`config.mk`:
```
export PLATFORM = sky130hd
export DESIGN_NAME = stc_front
export DESIGN_NICKNAME = d
export VERILOG_FILES = /design/src/sv/stc_pkg.sv /design/src/sv/stc_front.sv
export SDC_FILE = /design/constraint.sdc
export NUM_CORES = 1
export LEC_CHECK = 0
export BUFFER_PORTS_ARGS = -buffer_cell sky130_fd_sc_hd__buf_2
export CAP_MARGIN = 20
export CORE_AREA = 2 2 203 205
export CTS_CLUSTER_SIZE = 20
export DETAILED_ROUTE_END_ITERATION = 10
export DIE_AREA = 0 0 205 207
export PLACE_DENSITY = 0.64
export SYNTH_ARGS = -nofsm -noshare
export SYNTH_HDL_FRONTEND = slang
export SYNTH_SLANG_ARGS = --single-unit
```
`constraint.sdc`:
```
create_clock -name clock -period 10.55 [get_ports clock]
set_input_delay 1.055 -clock clock [delete_from_list [all_inputs] [get_ports clock]]
set_output_delay 1.055 -clock clock [all_outputs]
set_load 0.05 [all_outputs]
```
`src/sv/stc_pkg.sv`:
```
// Shared types and constants for the strided tensor copy address generator.
// Used by every module of the block and by its checker.
package stc_pkg;

   localparam int ADDR_W      = 64;
   localparam int STRIDE_W    = 32;
   localparam int NUM_DIMS    = 4;
   localparam int CSR_IDX_W   = 3;
   localparam int CSR_DATA_W  = 64;
   localparam int ESZ_W       = 3;
   localparam int QUEUE_DEPTH = 4;

   // size check pipeline is four deep; requests held off until it has settled
   localparam int SETTLE_CYCLES = 5;
   localparam int SETTLE_W      = $clog2(SETTLE_CYCLES + 1);

   localparam logic [CSR_IDX_W-1:0] CSR_SRC_DIMS       = 3'd0;
   localparam logic [CSR_IDX_W-1:0] CSR_SRC_STRIDES_LO = 3'd1;
   localparam logic [CSR_IDX_W-1:0] CSR_SRC_STRIDES_HI = 3'd2;
   localparam logic [CSR_IDX_W-1:0] CSR_DST_DIMS       = 3'd3;
   localparam logic [CSR_IDX_W-1:0] CSR_DST_STRIDES_LO = 3'd4;
   localparam logic [CSR_IDX_W-1:0] CSR_DST_STRIDES_HI = 3'd5;
   localparam logic [CSR_IDX_W-1:0] CSR_ELEM_SIZE_LOG2 = 3'd6;

   localparam logic [CSR_DATA_W-1:0] DIMS_RESET = 64'h0001_0001_0001_0001;

   typedef struct packed {
      logic [ADDR_W-1:0] src_base;
      logic [ADDR_W-1:0] dst_base;
   } req_type;

   typedef struct packed {
      logic [ADDR_W-1:0] src_address;
      logic [ADDR_W-1:0] dst_address;
      logic              last;
      logic              size_mismatch;
   } rsp_type;

   typedef struct packed {
      logic [CSR_DATA_W-1:0] src_shape;
      logic [CSR_DATA_W-1:0] src_strides_lo;
      logic [CSR_DATA_W-1:0] src_strides_hi;
      logic [CSR_DATA_W-1:0] dst_shape;
      logic [CSR_DATA_W-1:0] dst_strides_lo;
      logic [CSR_DATA_W-1:0] dst_strides_hi;
      logic [ESZ_W-1:0]      elem_size_log2;
   } cfg_type;

   typedef struct packed {
      logic full;
      logic empty;
   } queue_status_type;

   // stride of dimension sel out of a low/high register pair
   function automatic logic [STRIDE_W-1:0] stride_field(input logic [CSR_DATA_W-1:0] lo,
                                                        input logic [CSR_DATA_W-1:0] hi,
                                                        input logic [1:0]            sel);
      logic [CSR_DATA_W-1:0] w;
      w = sel[1] ? hi : lo;
      return sel[0] ? w[63:32] : w[31:0];
   endfunction

endpackage

```
`src/sv/stc_front.sv`:
```
// Front end: request acceptance, source/destination index counters and last flag.
// Pushes one queue entry per request; depends on stc_pkg.
module stc_front import stc_pkg::*; #(
   parameter int DIM_BITS = 16,
   parameter int ENTRY_W  = 2 * ADDR_W + 2 * NUM_DIMS * DIM_BITS + 2
) (
   input  logic                clock,
   input  logic                reset,
   input  logic                csr_we,
   input  logic                req_valid,
   output logic                req_ready,
   input  req_type             req_data,
   input  logic [DIM_BITS-1:0] src_dim [NUM_DIMS],
   input  logic [DIM_BITS-1:0] dst_dim [NUM_DIMS],
   input  logic                mismatch,
   input  queue_status_type    q_status,
   output logic                push,
   output logic [ENTRY_W-1:0]  push_data
);

   localparam int IDX_BASE = 2;

   logic [DIM_BITS-1:0] src_idx_ff [NUM_DIMS];
   logic [DIM_BITS-1:0] src_idx_in [NUM_DIMS];
   logic [DIM_BITS-1:0] dst_idx_ff [NUM_DIMS];
   logic [DIM_BITS-1:0] dst_idx_in [NUM_DIMS];
   logic [SETTLE_W-1:0] settle_ff;
   logic [SETTLE_W-1:0] settle_in;
   logic [DIM_BITS:0]   s_nxt [NUM_DIMS];
   logic [DIM_BITS:0]   d_nxt [NUM_DIMS];
   logic                last;

   assign req_ready = (settle_ff == '0) && !q_status.full;
   assign push      = req_valid && req_ready;

   always_comb begin
      settle_in = settle_ff;
      if (csr_we) begin
         settle_in = SETTLE_W'(SETTLE_CYCLES);
      end else if (settle_ff != '0) begin
         settle_in = settle_ff - 1'b1;
      end
   end

   // ripple advance, dimension 0 fastest; an index at or past its size wraps
   always_comb begin
      for (int i = 0; i < NUM_DIMS; i++) begin
         s_nxt[i] = {1'b0, src_idx_ff[i]};
         d_nxt[i] = {1'b0, dst_idx_ff[i]};
      end
      s_nxt[0] = s_nxt[0] + 1'b1;
      d_nxt[0] = d_nxt[0] + 1'b1;
      for (int i = 0; i < NUM_DIMS - 1; i++) begin
         if (s_nxt[i] >= {1'b0, src_dim[i]}) begin
            s_nxt[i]     = '0;
            s_nxt[i + 1] = s_nxt[i + 1] + 1'b1;
         end
         if (d_nxt[i] >= {1'b0, dst_dim[i]}) begin
            d_nxt[i]     = '0;
            d_nxt[i + 1] = d_nxt[i + 1] + 1'b1;
         end
      end
      last = (s_nxt[NUM_DIMS-1] >= {1'b0, src_dim[NUM_DIMS-1]});
      for (int i = 0; i < NUM_DIMS; i++) begin
         src_idx_in[i] = src_idx_ff[i];
         dst_idx_in[i] = dst_idx_ff[i];
         if (push) begin
            src_idx_in[i] = last ? '0 : s_nxt[i][DIM_BITS-1:0];
            dst_idx_in[i] = last ? '0 : d_nxt[i][DIM_BITS-1:0];
         end
      end
   end

   // entry: src_base, dst_base, src indices, dst indices, last, mismatch
   always_comb begin
      push_data = '0;
      push_data[1] = last;
      push_data[0] = mismatch;
      for (int i = 0; i < NUM_DIMS; i++) begin
         push_data[IDX_BASE + i * DIM_BITS +: DIM_BITS] = dst_idx_ff[i];
         push_data[IDX_BASE + (NUM_DIMS + i) * DIM_BITS +: DIM_BITS] = src_idx_ff[i];
      end
      push_data[IDX_BASE + 2 * NUM_DIMS * DIM_BITS +: ADDR_W] = req_data.dst_base;
      push_data[IDX_BASE + 2 * NUM_DIMS * DIM_BITS + ADDR_W +: ADDR_W] = req_data.src_base;
   end

   always_ff @(posedge clock) begin
      if (reset) begin
         settle_ff <= SETTLE_W'(SETTLE_CYCLES);
         for (int i = 0; i < NUM_DIMS; i++) begin
            src_idx_ff[i] <= '0;
            dst_idx_ff[i] <= '0;
         end
      end else begin
         settle_ff <= settle_in;
         for (int i = 0; i < NUM_DIMS; i++) begin
            src_idx_ff[i] <= src_idx_in[i];
            dst_idx_ff[i] <= dst_idx_in[i];
         end
      end
   end

endmodule

```
==> results of run 1 <==
## area by class of cell
class / count / area, sq um / share of cell area
clock buffers: 22 / 464 / 0.0354
clock inverters: 10 / 83.8 / 0.00640
inverters: 139 / 522 / 0.0398
multi-input cells: 977 / 7070 / 0.540
flip-flops and latches: 131 / 2630 / 0.200
well taps: 532 / 666 / 0.0508
repair buffers: 293 / 1670 / 0.127
## metal layers
layer  wire length, um  share of wire  global-route usage
met1             14900           0.43               0.194
met2             16600           0.48               0.272
met3              2500          0.072              0.0516
met4               795          0.023              0.0576
met5                28        0.00080                   0
## cells by family after synthesis
logic type,count (synthesis),share of synthesized area
DFF,131,0.230
and+or+nand+nor,426,0.196
xor gates and xnor gates,109,0.0837
buffers and inverters,325,0.156
AOI/OAI and AO/OA,303,0.185
adders and majority gates,122,0.134
muxes,17,0.0156
## worst paths after layout
check	start	to	cells after the start
setup / recovery	src_idx_ff[0][0]$_SDFFE_PP0P_	push_data[1]	43
hold / removal	settle_ff[2]$_SDFFE_PP1P_	settle_ff[2]$_SDFFE_PP1P_	2
setup reg to reg	src_idx_ff[0][0]$_SDFFE_PP0P_	dst_idx_ff[1][14]$_SDFFE_PP0P_	45
hold reg to reg	settle_ff[2]$_SDFFE_PP1P_	settle_ff[2]$_SDFFE_PP1P_	2
## state kept, by name (all words and copies together), names as in the netlist
name and flops:
dst_idx_ff 64, settle_ff 3, src_idx_ff 64
## worst max-delay path: cells and delay by family (launching register included)
family | cells | cell delay, ns
AO/OA/AOI/OAI | 14 | 2.85
AND/OR/NAND/NOR | 13 | 1.98
adder cells (fa/ha/maj) | 5 | 1.36
buffers and inverters | 7 | 1.21
XOR/XNOR | 4 | 0.68
flip-flops | 1 | 0.41
## repair_timing
action                                  in CTS  in global routing
pin swaps                                    2                  4
buffers inserted                             1                  5
gates resized for setup                      3                 18
endpoints found under the setup margin       1                105
## cells in the final DEF (no fill, tap or decap), types with 7 or more instances in the layout
cell type	n
and4_1	8
nor3_1	29
and2_1	9
a31oi_1	25
xor2_1	41
mux2i_1	11
o21ai_0	46
nand3_1	74
and3_1	23
o221ai_1	8
nor2b_1	8
buf_2	246
buf_4	37
nand2_1	87
or3_1	16
inv_1	138
a22o_1	14
nand4_1	34
ha_1	121
xnor2_1	68
o211ai_1	7
a21oi_1	67
nand2b_1	11
o21ai_1	14
nor2_1	82
a22oi_1	27
a21o_1	30
dfxtp_1	129
clkbuf_16	17
## power by group through the flow
stage,combinational (mW),clock (mW),sequential (mW)
final,0.0858,0.581,0.496
after global routing,0.0980,0.617,0.496
after CTS,0.0864,0.595,0.496
after detailed placement,0.0857,0,0.508
after global placement,0.0826,0,0.507
after floorplan,0.177,0,0.509
==> metrics.txt, run 1 <==
drt pass-1 iters=5; CTS buffer count=17; final HPWL from detailed placement=27.0 mm; Max Cap Violations=0; design area=13100 sq um; largest net degree at the start of global routing=57; average wire per standard cell=16.6 um; Post-Synthesis Cells=1433; Congestion Overflow GR=0; fraction of layout instances using a drive strength above 1=0.240; Arr. time, crit path=8.95 ns; switching share of total power=0.255; H-tree depth=4; Synth Flop Type=dfxtp_1; Comb power frac=0.074; Ys Warns=0; first-pass GRT wire length=55.0 mm; Final ANT Viol Nets=0; main area contributors after synthesis=dfxtp_1, ha_1, buf_4; drt initial violations=558; Post-synth EDFFs=0; post-synth cell types=74; Die Ht=207 um; Initial Util=0.283; vias in the first global route=10400; via count=10600; Worst EP required=9.50 ns; hold_buf cts=0; Slew @ Worst Pin=0.954 ns; post-synth top area share=0.230; Critical Path End Type=primary output; syn nets=1818; P_int=0.867 mW; Placer Congestion=0.858; Worst-path clk slew=0.06 ns; period utilization=0.948; later-pin clock latency in the skew report=0.44 ns; Max Buffers Root-to-Sink=2; total negative setup slack=0 ns; status=finished, final reports clean; die area=42400 sq um; Post-DP Area=12400 sq um; Synth area leader=dfxtp_1; kind of critical path=flop to primary output; Post-Route WL=34.8 mm; Clk pwr share=0.499; Final Critical Period=10.00 ns; Hold Crit Class=flop to flop; Final WS setup=0.545 ns; critical path's largest stage delay=0.47 ns; placed insts=2066; Final Hold Fails=0; Power Total=1.16 mW; CP Launch Type=flop; Clock Skew=0.0140 ns; initial antenna violation count=2; Final Util=0.325; critical-path maximum fanout=15; f_max=100 MHz; Final Slew Violations=0; Port Buffer Count=247; Fin Hold WS=0.498 ns; DRC Markers=0; die width=205 um; Yosys reg bits=131; nets=1944; Max VDD drop=104 uV; ys async rst share=0; diode count=0; root buf cell=clkbuf_16; Ports=523; fillcell total=4321; setup violators final=0; CTS tree=yes; final cell count without fillers=2104; Post-Syn Area=11400 sq um; leakage=6.37 nW; reg-to-reg slack, setup=0.90 ns; Total GRT Usage=0.162; PwrDens=88.8 nW/um^2; NetSw=0.296 mW; sequential share of power=0.427; Via density=5.04; synthesis-to-finish area growth=14.9%; Slowest-stage cell, CP=nor3_4; Avg Cell Area, Syn=7.96 sq um; Setup WS pre-CTS=0.237 ns; Worst slew margin=0.363; row count=74; Core Region=40400 sq um; share of the yosys chip area belonging to registers=0.230; most frequent cell after synthesis=inv_1; CTS sink cnt=131; commonest cells in the netlist=inv_1, buf_4, dfxtp_1, ha_1, nand2_1
Note: power is estimated with default switching activity, not from simulation.
==> run 2: changes to the inputs <==
--- a/config.mk
+++ b/config.mk
@@ -7,11 +7,13 @@
 export LEC_CHECK = 0
 export BUFFER_PORTS_ARGS = -buffer_cell sky130_fd_sc_hd__buf_2
 export CAP_MARGIN = 20
-export CORE_AREA = 2 2 203 205
+export CELL_PAD_IN_SITES_DETAIL_PLACEMENT = 1
+export CELL_PAD_IN_SITES_GLOBAL_PLACEMENT = 1
+export CORE_AREA = 2 2 204 206
 export CTS_CLUSTER_SIZE = 20
 export DETAILED_ROUTE_END_ITERATION = 10
-export DIE_AREA = 0 0 205 207
-export PLACE_DENSITY = 0.64
+export DIE_AREA = 0 0 206 208
+export PLACE_DENSITY = 0.81
 export SYNTH_ARGS = -nofsm -noshare
 export SYNTH_HDL_FRONTEND = slang
 export SYNTH_SLANG_ARGS = --single-unit
==> run 2 against run 1 <==
Net effect: core utilization up 0.45 points; sequential cell count is the same; routed wire length grew 14%; sequential share of layout area fell by 0.35 points; setup slack gained 0.055 ns; design area increased by 1.8%; total power increased by 9.8%; non-clock buffer count rose by 9; sequential power about the same; largest cell class unchanged; critical endpoint unchanged; global-route usage is 2.0 points higher; final cell count rose by 0.43%.
==> metrics.txt, run 2 (synthesis results as in run 1) <==
root buf cell=clkbuf_16 (unchanged); PwrDens=95.7 nW/um^2 (was 88.8 nW/um^2); cell mode on critical path=nand3_1; Worst slew margin=0.423 (was 0.363); kind of critical path=flop to primary output (unchanged); CP Launch Type=flop (unchanged); Worst-path clk slew=0.06 ns (about the same); Slew @ Worst Pin=0.866 ns (was 0.954 ns); nets=1953 (was 1944); final cell count without fillers=2113 (was 2104); critical-path maximum fanout=17 (was 15); Worst EP required=9.50 ns (about the same); fraction of layout instances using a drive strength above 1=0.253 (was 0.240); Final Slew Violations=0 (unchanged); H-tree depth=4 (unchanged); Hold Crit Class=flop to flop (unchanged); total negative setup slack=0 ns (unchanged); row count=74 (unchanged); fillcell total=4953 (was 4321); most common cell after layout, fill and taps aside=buf_2 (unchanged); Initial Util=0.281 (was 0.283); Slowest-stage cell, CP=or4_4 (was nor3_4); Setup crit end=push_data[1] (unchanged); Post-DP Area=12500 sq um (was 12400 sq um); P_int=0.965 mW (was 0.867 mW); Port Buffer Count=247 (unchanged); setup violators final=0 (unchanged); initial antenna violation count=3 (was 2); CTS buffer count=17 (unchanged); final HPWL from detailed placement=30.2 mm (was 27.0 mm); Post-Route WL=39.6 mm (was 34.8 mm); register area=2630 sq um (about the same); sequential share of power=0.389 (was 0.427); Critical Path End Type=primary output (unchanged); Final Hold Fails=0 (unchanged); Worst Hold Path Cells=2 (unchanged); Clk pwr share=0.540 (was 0.499); Arr. time, crit path=8.90 ns (was 8.95 ns); Placer Congestion=0.828 (was 0.858); synthesis-to-finish area growth=17.0% (was 14.9%); Max VDD drop=107 uV (was 104 uV); Worst R2R Start=src_idx_ff[0][0]$_SDFFE_PP0P_ (unchanged); drt pass-1 iters=5 (unchanged); period utilization=0.943 (was 0.948); average wire per standard cell=18.8 um (was 16.6 um); diode count=0 (unchanged); Final Critical Period=9.95 ns (was 10.00 ns); Via density=5.18 (was 5.04); Total GRT Usage=0.182 (was 0.162); design area=13300 sq um (was 13100 sq um); Setup WS pre-CTS=-0.0261 ns (was 0.237 ns); vias in the first global route=11600 (was 10400); Max Buffers Root-to-Sink=2 (unchanged); NetSw=0.312 mW (was 0.296 mW); via count=10900 (was 10600); worst r2r path cells=48 (was 45); Congestion Overflow GR=0 (unchanged); first-pass GRT wire length=62.1 mm (was 55.0 mm); largest net degree at the start of global routing=49 (was 57); Die Ht=208 um (was 207 um); die area=42800 sq um (was 42400 sq um); f_max=101 MHz (was 100 MHz); most frequent cells in the layout=buf_2, inv_1, dfxtp_1, ha_1, nand2_1 (unchanged); placed insts=2074 (was 2066); later-pin clock latency in the skew report=0.45 ns (was 0.44 ns); Final ANT Viol Nets=0 (unchanged); CTS sink cnt=131 (unchanged); Core Region=40600 sq um (was 40400 sq um); critical path's largest stage delay=0.57 ns (was 0.47 ns); Final WS setup=0.600 ns (was 0.545 ns); Comb power frac=0.071 (was 0.074); die width=206 um (was 205 um); CTS tree=yes (unchanged); drt initial violations=391 (was 558); reg-to-reg slack, setup=0.76 ns (was 0.90 ns); Final Util=0.329 (was 0.325); worst setup path start=src_idx_ff[0][0]$_SDFFE_PP0P_ (unchanged); area of the multi-input gates=7140 sq um (was 7070 sq um); DRC Markers=0 (unchanged); status=finished, final reports clean (unchanged); Clock Skew=0.0135 ns (was 0.0140 ns); Reg2Reg Capture Point=src_idx_ff[3][6]$_SDFFE_PP0P_ (was dst_idx_ff[1][14]$_SDFFE_PP0P_); switching share of total power=0.244 (was 0.255); Max Cap Violations=0 (unchanged); Ports=523 (unchanged); largest registers=dst_idx_ff (64), src_idx_ff (64), settle_ff (3) (unchanged); leakage=6.49 nW (was 6.37 nW)
[run 2: changes by cell type in the layout (fill, tap and decap cells not counted), sizes merged]
cell	change
clkinv	-4
clkinvlp	+3
bufinv	+4
buf	+9
clkbuf	-3
[run 2: through the flow]
| step | total power, mW | hold WS [ns] |
|---|---|---|
| after floorplan | 0.686 | 0.455 |
| after global placement | 0.593 | 0.466 |
| after detailed placement | 0.599 | 0.494 |
| after CTS | 1.29 | 0.503 |
| after global routing | 1.32 | 0.536 |
| final | 1.28 | 0.505 |
[run 2: worst min path at each step]
stage	from	end	slack, ns
floorplan	settle_ff[2]$_SDFFE_PP1P_	settle_ff[2]$_SDFFE_PP1P_	0.45
global placement	settle_ff[2]$_SDFFE_PP1P_	settle_ff[2]$_SDFFE_PP1P_	0.47
detailed placement	dst_idx_ff[3][15]$_SDFFE_PP0P_	dst_idx_ff[3][15]$_SDFFE_PP0P_	0.49
CTS	dst_idx_ff[3][15]$_SDFFE_PP0P_	dst_idx_ff[3][15]$_SDFFE_PP0P_	0.50
global route	settle_ff[2]$_SDFFE_PP1P_	settle_ff[2]$_SDFFE_PP1P_	0.54
finish	dst_idx_ff[3][15]$_SDFFE_PP0P_	dst_idx_ff[3][15]$_SDFFE_PP0P_	0.51
[run 2: what timing repair did]
action / CTS / global route
setup buffers: 3 / 4
pin swaps: 2 / 8
endpoints found under the setup margin: 38 / 114
gates resized for setup: 7 / 26
hold buffers: 0 / 0
[run 2: critical path: cells and delay by family, from the launching register on]
| family | cells | cell delay (ns) |
|---|---|---|
| flip-flops | 1 | 0.39 |
| AO/OA/AOI/OAI | 11 | 2.21 |
| buffers and inverters | 6 | 1.01 |
| XOR/XNOR | 3 | 0.49 |
| adder cells (fa/ha/maj) | 5 | 1.48 |
| AND/OR/NAND/NOR | 17 | 2.84 |
[run 2: per-layer routing]
layer	vias to the layer above	track usage	routed length [um]
met5	-	0	38
met4	6	0.0586	883
met3	80	0.0515	2350
met2	296	0.324	19800
met1	5364	0.207	16500
li1	5196	-	-
[run 2: cell type report]
class / instances / area share
clock buffer: 19 / 0.0339
sequential: 131 / 0.197
multi-input combinational: 977 / 0.535
clock inverter: 13 / 0.0155
inverter: 139 / 0.0391
timing repair buffer: 302 / 0.130
tap: 532 / 0.0499
[run 2: power groups by stage]
stage | logic, mW | registers, mW | clock network, mW
after floorplan | 0.177 | 0.509 | 0
after global placement | 0.0855 | 0.508 | 0
after detailed placement | 0.0908 | 0.508 | 0
after CTS | 0.0916 | 0.497 | 0.705
after global routing | 0.103 | 0.497 | 0.724
final | 0.0911 | 0.497 | 0.689
