### src/sv/stc_pkg.sv
// Shared types and constants for the strided tensor copy address generator.
// Used by every module of the block and by its checker.
package stc_pkg;

   localparam int ADDR_W      = 64;
   localparam int STRIDE_W    = 32;
   localparam int NUM_DIMS    = 4;
   localparam int CSR_IDX_W   = 3;
   localparam int CSR_DATA_W  = 64;
   localparam int ESZ_W       = 3;
   localparam int QUEUE_DEPTH = 4;

   // size check pipeline is four deep; requests held off until it has settled
   localparam int SETTLE_CYCLES = 5;
   localparam int SETTLE_W      = $clog2(SETTLE_CYCLES + 1);

   localparam logic [CSR_IDX_W-1:0] CSR_SRC_DIMS       = 3'd0;
   localparam logic [CSR_IDX_W-1:0] CSR_SRC_STRIDES_LO = 3'd1;
   localparam logic [CSR_IDX_W-1:0] CSR_SRC_STRIDES_HI = 3'd2;
   localparam logic [CSR_IDX_W-1:0] CSR_DST_DIMS       = 3'd3;
   localparam logic [CSR_IDX_W-1:0] CSR_DST_STRIDES_LO = 3'd4;
   localparam logic [CSR_IDX_W-1:0] CSR_DST_STRIDES_HI = 3'd5;
   localparam logic [CSR_IDX_W-1:0] CSR_ELEM_SIZE_LOG2 = 3'd6;

   localparam logic [CSR_DATA_W-1:0] DIMS_RESET = 64'h0001_0001_0001_0001;

   typedef struct packed {
      logic [ADDR_W-1:0] src_base;
      logic [ADDR_W-1:0] dst_base;
   } req_type;

   typedef struct packed {
      logic [ADDR_W-1:0] src_address;
      logic [ADDR_W-1:0] dst_address;
      logic              last;
      logic              size_mismatch;
   } rsp_type;

   typedef struct packed {
      logic [CSR_DATA_W-1:0] src_shape;
      logic [CSR_DATA_W-1:0] src_strides_lo;
      logic [CSR_DATA_W-1:0] src_strides_hi;
      logic [CSR_DATA_W-1:0] dst_shape;
      logic [CSR_DATA_W-1:0] dst_strides_lo;
      logic [CSR_DATA_W-1:0] dst_strides_hi;
      logic [ESZ_W-1:0]      elem_size_log2;
   } cfg_type;

   typedef struct packed {
      logic full;
      logic empty;
   } queue_status_type;

   // stride of dimension sel out of a low/high register pair
   function automatic logic [STRIDE_W-1:0] stride_field(input logic [CSR_DATA_W-1:0] lo,
                                                        input logic [CSR_DATA_W-1:0] hi,
                                                        input logic [1:0]            sel);
      logic [CSR_DATA_W-1:0] w;
      w = sel[1] ? hi : lo;
      return sel[0] ? w[63:32] : w[31:0];
   endfunction

endpackage

### src/sv/stc_queue.sv
// Small FIFO between the front end and the address pipeline.
// Register array with one read pointer; depends on stc_pkg.
module stc_queue import stc_pkg::*; #(
   parameter int WIDTH = 8,
   parameter int DEPTH = QUEUE_DEPTH
) (
   input  logic             clock,
   input  logic             reset,
   input  logic             push,
   input  logic [WIDTH-1:0] push_data,
   input  logic             pop,
   output logic [WIDTH-1:0] pop_data,
   output queue_status_type status
);

   localparam int PTR_W = (DEPTH > 1) ? $clog2(DEPTH) : 1;
   localparam int CNT_W = $clog2(DEPTH + 1);

   logic [WIDTH-1:0] entry_ff [DEPTH];
   logic [PTR_W-1:0] wr_ptr_ff;
   logic [PTR_W-1:0] wr_ptr_in;
   logic [PTR_W-1:0] rd_ptr_ff;
   logic [PTR_W-1:0] rd_ptr_in;
   logic [CNT_W-1:0] count_ff;
   logic [CNT_W-1:0] count_in;

   assign status.full  = (count_ff == CNT_W'(DEPTH));
   assign status.empty = (count_ff == '0);
   assign pop_data     = entry_ff[rd_ptr_ff];

   always_comb begin
      wr_ptr_in = wr_ptr_ff;
      rd_ptr_in = rd_ptr_ff;
      count_in  = count_ff;
      if (push) begin
         wr_ptr_in = (wr_ptr_ff == PTR_W'(DEPTH - 1)) ? '0 : wr_ptr_ff + 1'b1;
      end
      if (pop) begin
         rd_ptr_in = (rd_ptr_ff == PTR_W'(DEPTH - 1)) ? '0 : rd_ptr_ff + 1'b1;
      end
      if (push && !pop) begin
         count_in = count_ff + 1'b1;
      end else if (pop && !push) begin
         count_in = count_ff - 1'b1;
      end
   end

   always_ff @(posedge clock) begin
      if (push) begin
         entry_ff[wr_ptr_ff] <= push_data;
      end
   end

   always_ff @(posedge clock) begin
      if (reset) begin
         wr_ptr_ff <= '0;
         rd_ptr_ff <= '0;
         count_ff  <= '0;
      end else begin
         wr_ptr_ff <= wr_ptr_in;
         rd_ptr_ff <= rd_ptr_in;
         count_ff  <= count_in;
      end
   end

endmodule

### config.mk
export PLATFORM = sky130hd
export DESIGN_NAME = stc_queue
export DESIGN_NICKNAME = d
export VERILOG_FILES = /design/src/sv/stc_pkg.sv /design/src/sv/stc_queue.sv
export SDC_FILE = /design/constraint.sdc
export NUM_CORES = 1
export LEC_CHECK = 0
export BUFFER_PORTS_ARGS = -buffer_cell sky130_fd_sc_hd__buf_4
export CELL_PAD_IN_SITES_DETAIL_PLACEMENT = 0
export CELL_PAD_IN_SITES_GLOBAL_PLACEMENT = 2
export CORE_ASPECT_RATIO = 0.5
export CORE_MARGIN = 4
export CORE_UTILIZATION = 37
export CTS_CLUSTER_SIZE = 40
export DETAILED_ROUTE_END_ITERATION = 12
export HOLD_SLACK_MARGIN = 0.12
export PLACE_DENSITY_LB_ADDON = 0.1
export SYNTH_ARGS = -nofsm -noshare
export SYNTH_HDL_FRONTEND = slang
export SYNTH_SLANG_ARGS = --single-unit
### constraint.sdc
create_clock -name clock -period 1.6 [get_ports clock]
set_clock_uncertainty 0.1 [all_clocks]
set_input_delay 0.32 -clock clock [delete_from_list [all_inputs] [get_ports clock]]
set_output_delay 0.32 -clock clock [all_outputs]
set_load 0.01 [all_outputs]
==> results.py, run 1 <==
metrics = {
    "status": {
        "status": "finished with violations",
        "violations": "setup timing",
    },
    "power": {
        "ir_drop_v": 0.000446,
        "p_leak_nw": 0.762,
        "powerDensity_mw_per_mm2": 1150,
    },
    "placed_design": {
        "place_congestion": 0.658,
        "hpwlAfterDp_um": 1920,
        "postPlaceCellArea_mm2": 0.00189,
        "dp_slack_ns": -0.232,
        "place.port_buffers": 21,
    },
    "sta": {
        "worst_pin_slew_ns": 0.437,
        "period_needed_ns": 1.83,
        "fin_crit_sh_pct": 114,
        "tns_ns": -1.76,
        "final-max-slew-violation-count": 0,
        "slew_headroom_pct": 70.9,
        "worst_slack_ns": -0.227,
        "rsz0062_at_grt": "true",
        "hold_viol": 0,
        "max_freq_mhz": 547,
        "setup_viol": 8,
        "fin_hold_ws_ns": 0.133,
    },
    "yosys": {
        "syn-num-nets": 105,
        "synth-edff-count": 32,
        "synth_area_per_cell_um2": 18.6,
        "synth_area_mm2": 0.00160,
        "postSynthCellCount": 86,
        "synth_seq_cells": 41,
        "yosys_most_used_dff": "edfxtp_1",
        "synthArstFlopShare_pct": 0,
        "ys_types": 17,
        "ys_warn_count": 0,
        "ys_seq_area_share_pct": 71.4,
    },
    "min_path": {
        "hold_class": "in2reg",
    },
    "critical_path": {
        "critPathRequiredTime_ns": 1.18,
        "crit_chain": "buf_12 -> mux4_2 -> buf_6",
        "crit_buf_inv": 2,
        "path_max_fanout": 8,
        "slowest_stage": "mux4_2",
        "worstSetupPathType": "reg2out",
        "cp-end-kind": "output pin",
        "worstPathArrival_ns": 1.41,
        "crit_path_start_kind": "register",
        "cpPeakStageDelay_ns": 0.51,
        "cp_top_family": "multiplexers",
    },
    "finish": {
        "fin_nets": 140,
        "seq_area_mm2": 0.00114,
        "fillCellCount": 327,
        "antennaDiodeCount": 0,
        "drive_above_1_share_pct": 38.8,
        "fin_util_pct": 51.3,
        "fin_area_mm2": 0.00206,
        "multi_input_area_um2": 440,
        "area_growth_pct": 29.1,
    },
    "clocking": {
        "clkSlewWorstSetupHoldPaths_ns": 0.07,
        "clk_latency_ns": 0.28,
        "htreeDepth": 2,
        "cts_tree": "yes",
        "cts_setup_buffers": 0,
        "cts_num_sinks": 41,
        "cts_root_buf": "clkbuf_8",
        "cts_buffer_depth": 2,
        "cts_buffers": 5,
    },
    "global_route": {
        "grt_pass1_wl_um": 4460,
        "grt_pass1_vias": 929,
        "grt_max_degree": 13,
        "antenna_found_initial": 0,
        "track_usage_pct": 11.4,
        "gr-total-overflow": 0,
    },
    "routing": {
        "wire_per_inst_um": 15.4,
        "antenna_left": 0,
        "via_per_inst": 4.69,
        "drt-initial-drc-count": 11,
        "totalWireLength_um": 2690,
        "vias": 820,
        "drc": 0,
        "dr.pass1.iters": 3,
    },
    "job": {
        "maxCapViolCount": 0,
    },
    "die": {
        "initial_core_util_pct": 39.7,
        "rows": 16,
        "dieArea_mm2": 0.00550,
        "coreArea_mm2": 0.00402,
        "ioPinCount": 22,
        "die_w_um": 101,
        "die_h_um": 54.5,
    },
}
-- worst reg2reg max path: stages (launching register included) --
cell	delay (ns)
dfxtp_2	0.35
fa_2	0.40
xor2_1	0.18
or3_1	0.32
a21oi_1	0.12
-- cells by family after synthesis --
family	synth area share (%)
compound gates	0.939
simple gates	4.85
flops	71.4
xor+xnor	1.10
fa+ha+maj	5.95
mux	13.8
buf+inv	1.96
-- final timing paths --
path | start | to | slack (ns) | depth (start not counted)
min | push_data[6] | entry_ff[0][6] | 0.13 | 1
max | register | pop_data[3] | -0.23 | 3
min reg2reg | count_ff[2] | count_ff[2] | 0.43 | 2
max reg2reg | count_ff[0] | count_ff[2] | 0.07 | 4
-- flip-flops by register name, summed over array words and instances (netlist names), named ones only --
register,count
count_ff,3
entry_ff,32
rd_ptr_ff,2
wr_ptr_ff,2
-- area by class of cell --
cell class | instances | area share, %
sequential | 41 | 55.4
multi-input combinational | 39 | 21.3
timing repair buffer | 30 | 14.1
clock buffer | 5 | 3.34
inverter | 4 | 0.849
clock inverter | 2 | 1.70
tap | 54 | 3.27
-- power breakdown --
| part | total, W | switching (W) | leakage (nW) | internal [W] |
|---|---|---|---|---|
| logic | 0.000341 | 0.000146 | 0.339 | 0.000195 |
| clock network | 0.000780 | 0.000327 | 0.0540 | 0.000453 |
| registers | 0.00125 | 0.0000342 | 0.369 | 0.00121 |
| total | 0.00237 | 0.000507 | 0.762 | 0.00186 |
-- cell usage in the layout, fill, tap and decap left out, drive strengths merged --
cell / instances
edfxtp: 32
buf: 26
dfxtp: 9
mux4: 8
nor2: 7
ha: 6
clkbuf: 5
and2: 4
mux2i: 4
dlygate4sd3: 4
inv: 4
nor3b: 2
xor2: 2
a21oi: 2
nor3: 1
o21ai: 1
or3: 1
fa: 1
clkinv: 1
bufinv: 1
-- metrics by stage --
stage          std cells  power [W]
2_1_floorplan         86    0.00143
3_3_place_gp         164    0.00156
3_5_place_dp         164    0.00159
4_1_cts              172    0.00239
5_1_grt              175    0.00250
6_report             175    0.00237
-- what timing repair did --
item	4_1_cts	5_1_grt
hold buffers	1	3
resized for setup	9	1
endpoints found under the setup margin	8	9
hold endpoints to repair	4	12
cloned	0	0
-- synthesized netlist by cell type, types with 2 or more instances --
cell | count | area [µm²]
edfxtp_1 | 32 | 961
dfxtp_1 | 9 | 180
ha_1 | 6 | 75.1
inv_1 | 4 | 15.0
xor2_1 | 2 | 17.5
nor2_1 | 7 | 26.3
a21oi_1 | 2 | 10.0
and2_1 | 4 | 25.0
mux4_2 | 8 | 180
nor3b_1 | 2 | 15.0
mux2i_1 | 4 | 40.0
-- layer usage --
layer / vias to the layer above / GRT usage (%) / share of wire (%)
li1: 391 / - / -
met1: 409 / 13.0 / 44
met2: 17 / 19.9 / 50
met3: 3 / 4.07 / 4.7
met4: 0 / 5.30 / 1.1
met5: - / 0 / 0
No activity file was read; power rests on OpenSTA's default activity.
==> inputs of run 2 (changes only) <==
==> constraint.sdc (replaced) <==
create_clock -name clock -period 1.5 [get_ports clock]
set_clock_uncertainty 0.1 [all_clocks]
set_input_delay 0.225 -clock clock [delete_from_list [all_inputs] [get_ports clock]]
set_output_delay 0.225 -clock clock [all_outputs]
set_load 0.01 [all_outputs]
==> run 2 against run 1 <==
Critical path type unchanged. Cell count increased by 6.3%. Sequential share of layout area decreased by 3.7 points. The flow still finishes with violations (setup timing). Via count increased by 4.0%. Highest routed layer unchanged. Sequential power increased by 6%. Clock-buffer cell count unchanged. Sequential cell count unchanged. Design area increased by 7.2%. Total power increased by 9.3%. First-iteration DRC count increased to 3.5 times the previous value. Wire length increased by 2.5%. Worst hold slack improved by 0.072 ns.
==> results.py, run 2 (same netlist as run 1, synthesis figures left out) <==
metrics = {
    "global_route": {
        "use_met1_pct": 12.8,
        "grt_busiest_layer": "met2",
        "grt_max_degree": 14,
        "antenna_found_initial": 0,
        "use_met3_pct": 5.34,
        "grt_pass1_wl_um": 4410,
        "use_met2_pct": 20.0,
        "track_usage_pct": 11.6,
        "grt_pass1_vias": 924,
        "gr-total-overflow": 0,
    },
    "finish": {
        "regMostFlops": "entry_ff",
        "fin_nets": 150,
        "fin_area_mm2": 0.00221,
        "layout_common_cells": "edfxtp_1 (32), buf_4 (17), dlygate4sd3_1 (9)",
        "largest_reg_flops": 32,
        "seq_area_mm2": 0.00114,
        "final_cells": 186,
        "multi_input_area_um2": 444,
        "area_growth_pct": 38.4,
        "final_common_cell": "edfxtp_1",
        "drive_above_1_share_pct": 40.2,
        "reg.largest.list": "entry_ff: 32 flops, count_ff: 3 flops",
        "fillCellCount": 319,
        "antennaDiodeCount": 0,
    },
    "critical_path": {
        "critPathRequiredTime_ns": 1.17,
        "slowest_stage": "mux4_2",
        "path_max_fanout": 8,
        "cpPeakStageDelay_ns": 0.51,
        "worstPathArrival_ns": 1.42,
        "cp-end-kind": "output pin",
        "crit_path_start_kind": "register",
        "crit_chain": "buf_12 -> mux4_2 -> buf_6",
        "worstSetupPathType": "reg2out",
    },
    "power": {
        "combPwrFrac_pct": 15.9,
        "power_w": 0.00259,
        "clockPowerShare_pct": 32.8,
        "switching_power_w": 0.000562,
        "swShare_pct": 21.7,
        "ir_drop_v": 0.000652,
        "powerDensity_mw_per_mm2": 1170,
        "p_seq_share_pct": 51.3,
        "p_leak_nw": 0.819,
        "internal_power_w": 0.00203,
    },
    "routing": {
        "via_per_inst": 4.59,
        "totalWireLength_um": 2760,
        "dr.pass1.iters": 4,
        "antenna_left": 0,
        "vias": 853,
        "wire_per_inst_um": 14.8,
        "drc": 0,
        "drt-initial-drc-count": 38,
    },
    "placed_design": {
        "postPlaceCellArea_mm2": 0.00197,
        "place_inst": 169,
        "hpwlAfterDp_um": 1970,
        "place_congestion": 0.653,
        "place.port_buffers": 21,
    },
    "clocking": {
        "htreeDepth": 2,
        "cts_buffers": 5,
        "clkSlewWorstSetupHoldPaths_ns": 0.08,
        "cts_buffer_depth": 2,
        "cts_num_sinks": 41,
        "cts_root_buf": "clkbuf_8",
        "cts_tree": "yes",
        "clk_latency_ns": 0.29,
    },
    "die": {
        "coreArea_mm2": 0.00402,
        "dieArea_mm2": 0.00550,
        "die_h_um": 54.5,
        "rows": 16,
        "die_w_um": 101,
        "ioPinCount": 22,
        "initial_core_util_pct": 39.7,
    },
    "status": {
        "violations": "setup timing",
        "status": "finished with violations",
    },
    "sta": {
        "final-max-slew-violation-count": 0,
        "worst_slack_ns": -0.241,
        "setup_viol": 9,
        "tns_ns": -1.91,
        "period_needed_ns": 1.74,
        "worst_pin_slew_ns": 0.235,
        "fin_crit_sh_pct": 116,
        "rsz0062_at_grt": "true",
        "hold_viol": 0,
        "max_freq_mhz": 574,
        "slew_headroom_pct": 84.2,
    },
    "min_path": {
        "hold_class": "in2reg",
    },
    "job": {
        "maxCapViolCount": 0,
    },
}
## run 2: cell types whose count changed in the layout (fill, tap and decap cells not counted)
cell and delta:
clkinv_2 -1, buf_12 +4, a21oi_2 +1, clkinvlp_4 +1, clkinv_1 +1, buf_4 +1
a21oi_1 -1, dlygate4sd3_1 +5
## run 2: power by group through the flow
stage | sequential [W] | combinational (W) | clock [W]
after floorplan | 0.00134 | 0.000183 | 0
after global placement | 0.00134 | 0.000352 | 0
after detailed placement | 0.00135 | 0.000375 | 0
after global routing | 0.00133 | 0.000444 | 0.000934
after CTS | 0.00133 | 0.000421 | 0.000873
final | 0.00133 | 0.000411 | 0.000849
## run 2: per-layer routing
layer | routed length [µm] | vias to the layer above
met5 | 0 | -
met4 | 17 | 0
met3 | 175 | 2
met2 | 1430 | 22
met1 | 1130 | 416
li1 | - | 413
## run 2: through the flow
stage	setup slack [ns]	hold WS, ns	util (%)
final	-0.241	0.205	54.9
after global routing	-0.290	0.236	54.9
after CTS	-0.260	0.203	54.9
after detailed placement	-0.256	0.334	49.1
after global placement	-0.143	0.324	49.1
after floorplan	-0.000841	0.194	-
## run 2: area by class of cell
| type | count | share of cell area (%) |
|---|---|---|
| well taps | 54 | 3.06 |
| flip-flops and latches | 41 | 51.7 |
| repair buffers | 40 | 19.4 |
| clock inverters | 3 | 1.87 |
| inverters | 4 | 0.792 |
| clock buffers | 5 | 3.11 |
| multi-input cells | 39 | 20.1 |
## run 2: worst paths after layout
check | from | endpoint | slack (ns) | cells after the start
max | register | pop_data[3] | -0.24 | 3
min | pop | register | 0.21 | 4
max reg2reg | count_ff[0] | count_ff[2] | -0.03 | 4
min reg2reg | rd_ptr_ff[1] | rd_ptr_ff[1] | 0.45 | 2
## run 2: repair_timing
action | CTS | global route
endpoints found under the hold margin | 41 | 0
hold buffers | 9 | 0
buffers inserted | 0 | 0
resized for setup | 11 | 0
setup endpoints to repair | 9 | 9
## run 2: worst max-delay path: cells and delay by family, from the launching register on
family / cells / cell delay (ns)
buffers and inverters: 2 / 0.28
muxes: 1 / 0.51
DFF: 1 / 0.34
==> inputs of run 3 (changes only) <==
CORE_UTILIZATION = 39   (was 37)
CTS_BUF_LIST = sky130_fd_sc_hd__clkbuf_4 sky130_fd_sc_hd__clkbuf_8   (was not set)
==> run 3 against run 2 <==
Worst setup slack got worse by 0.0021 ns. Sequential share of layout area up 0.26 points. Sequential power barely moved. The flow still finishes with violations (setup timing). Combinational power hardly changed. Clock power up 0.6%. Critical endpoint unchanged. Die area fell by 4.6%. First-iteration DRC count is 45% lower. Worst hold slack got worse by 0.010 ns. Design area fell by 0.17%.
==> results.py, run 3 (same netlist as run 1, synthesis figures left out) <==
metrics = {
    "power": {
        "powerDensity_mw_per_mm2": 1180,
        "clockPowerShare_pct": 32.9,
        "p_leak_nw": 0.820,
        "p_seq_share_pct": 51.3,
        "switching_power_w": 0.000570,
        "ir_drop_v": 0.000600,
        "swShare_pct": 22.0,
        "internal_power_w": 0.00203,
        "combPwrFrac_pct": 15.8,
    },
    "sta": {
        "worst_slack_ns": -0.243,
        "fin_hold_ws_ns": 0.195,
        "final-max-slew-violation-count": 0,
        "rsz0062_at_grt": "true",
        "fin_crit_sh_pct": 116,
        "slew_headroom_pct": 82.1,
        "worst_pin_slew_ns": 0.266,
        "period_needed_ns": 1.74,
        "max_freq_mhz": 574,
        "setup_viol": 9,
        "hold_viol": 0,
    },
    "status": {
        "violations": "setup timing",
        "status": "finished with violations",
    },
    "finish": {
        "area_growth_pct": 38.1,
        "largest_reg_flops": 32,
        "fin_nets": 150,
        "layout_common_cells": "edfxtp_1 (32), buf_4 (18), dlygate4sd3_1 (9)",
        "regMostFlops": "entry_ff",
        "reg.largest.list": "entry_ff: 32 flops, count_ff: 3 flops",
        "fillCellCount": 333,
        "final_common_cell": "edfxtp_1",
        "drive_above_1_share_pct": 41.7,
        "antennaDiodeCount": 0,
    },
    "critical_path": {
        "path_max_fanout": 8,
        "critPathRequiredTime_ns": 1.17,
        "slowest_stage": "mux4_2",
        "cpPeakStageDelay_ns": 0.51,
        "crit_buf_inv": 2,
        "crit_path_start_kind": "register",
        "worstSetupPathType": "reg2out",
        "cp_top_family": "multiplexers",
        "cp-end-kind": "output pin",
        "worstPathArrival_ns": 1.42,
        "crit_chain": "buf_12 -> mux4_2 -> buf_6",
    },
    "global_route": {
        "gr-total-overflow": 0,
        "grt_pass1_vias": 953,
        "antenna_found_initial": 0,
        "track_usage_pct": 11.9,
        "grt_pass1_wl_um": 4510,
        "grt_max_degree": 14,
    },
    "die": {
        "die_h_um": 53.3,
        "dieArea_mm2": 0.00525,
        "die_w_um": 98.5,
        "initial_core_util_pct": 40.7,
        "ioPinCount": 22,
        "rows": 16,
        "coreArea_mm2": 0.00392,
    },
    "clocking": {
        "clkSlewWorstSetupHoldPaths_ns": 0.08,
        "cts_num_sinks": 41,
        "clk_latency_ns": 0.29,
        "cts_root_buf": "clkbuf_8",
        "cts_buffers": 5,
        "cts_tree": "yes",
        "htreeDepth": 2,
        "cts_buffer_depth": 2,
    },
    "routing": {
        "antenna_left": 0,
        "drc": 0,
        "via_per_inst": 4.66,
        "drt-initial-drc-count": 21,
        "totalWireLength_um": 2750,
        "dr.pass1.iters": 4,
        "wire_per_inst_um": 14.8,
        "vias": 866,
    },
    "min_path": {
        "hold_class": "in2reg",
    },
    "placed_design": {
        "place_congestion": 0.626,
        "hpwlAfterDp_um": 1950,
        "dp_slack_ns": -0.229,
        "place.port_buffers": 21,
    },
    "job": {
        "maxCapViolCount": 0,
    },
}
-- run 3: cell count changes in the layout (fill, tap and decap cells not counted) --
cell,change
nor3b_1,-1
buf_12,-1
buf_4,+1
nor3b_2,+1
dfxtp_4,+1
dfxtp_1,-1
-- run 3: cell type report --
class	instances	area, µm²	area share (%)
Clock buffer	5	68.8	3.12
Inverter	4	17.5	0.794
Clock inverter	3	41.3	1.87
Sequential cell	41	1150	52.0
Tap cell	54	67.6	3.06
Timing Repair Buffer	40	415	18.8
Multi-Input combinational cell	39	449	20.4
-- run 3: repair_timing --
| action | CTS | global route |
|---|---|---|
| hold endpoints to repair | 41 | 0 |
| setup buffers | 0 | 0 |
| setup endpoints to repair | 9 | 10 |
| gates resized for setup | 11 | 3 |
| pin swaps | 3 | 0 |
| gates cloned | 0 | 0 |
| hold buffers | 9 | 0 |
-- run 3: final timing paths --
path	startpoint	endpoint	slack, ns	depth (start not counted)
worst max-delay path	register	pop_data[3]	-0.24	3
worst min-delay path	pop	register	0.20	4
worst max register to register	count_ff[1]	count_ff[2]	0	4
worst min register to register	rd_ptr_ff[0]	register	0.45	2
-- run 3: power groups by stage --
stage	combinational, W	sequential (W)	clock (W)
6_report	0.000410	0.00133	0.000854
3_5_place_dp	0.000367	0.00135	0
4_1_cts	0.000411	0.00133	0.000879
3_3_place_gp	0.000346	0.00134	0
2_1_floorplan	0.000183	0.00134	0
5_1_grt	0.000448	0.00134	0.000934
-- run 3: metal layers --
metal,up-vias,GRT usage [%],routed length [µm]
met5,-,0,0
met4,0,4.08,21
met3,2,4.87,138
met2,19,20.5,1390
met1,429,13.8,1200
li1,416,-,-
-- run 3: metrics by stage --
step                      setup TNS, ns  instance area [µm²]  instances  utilization, %  total power, W
final                             -1.91                 2210        186            56.3         0.00260
after global routing              -2.37                 2210        186            56.3         0.00272
after CTS                         -2.08                 2200        186            56.0         0.00262
after detailed placement         -0.229                 1960        169            50.0         0.00172
after global placement           -0.143                 1960        169            50.0         0.00169
after floorplan               -0.000841                 1620         86               -         0.00153
-- run 3: worst min-delay path: stages --
cell and delay, ns:
buf_4 0.10, inv_4 0.04, a21oi_1 0.13, nor2_1 0.06
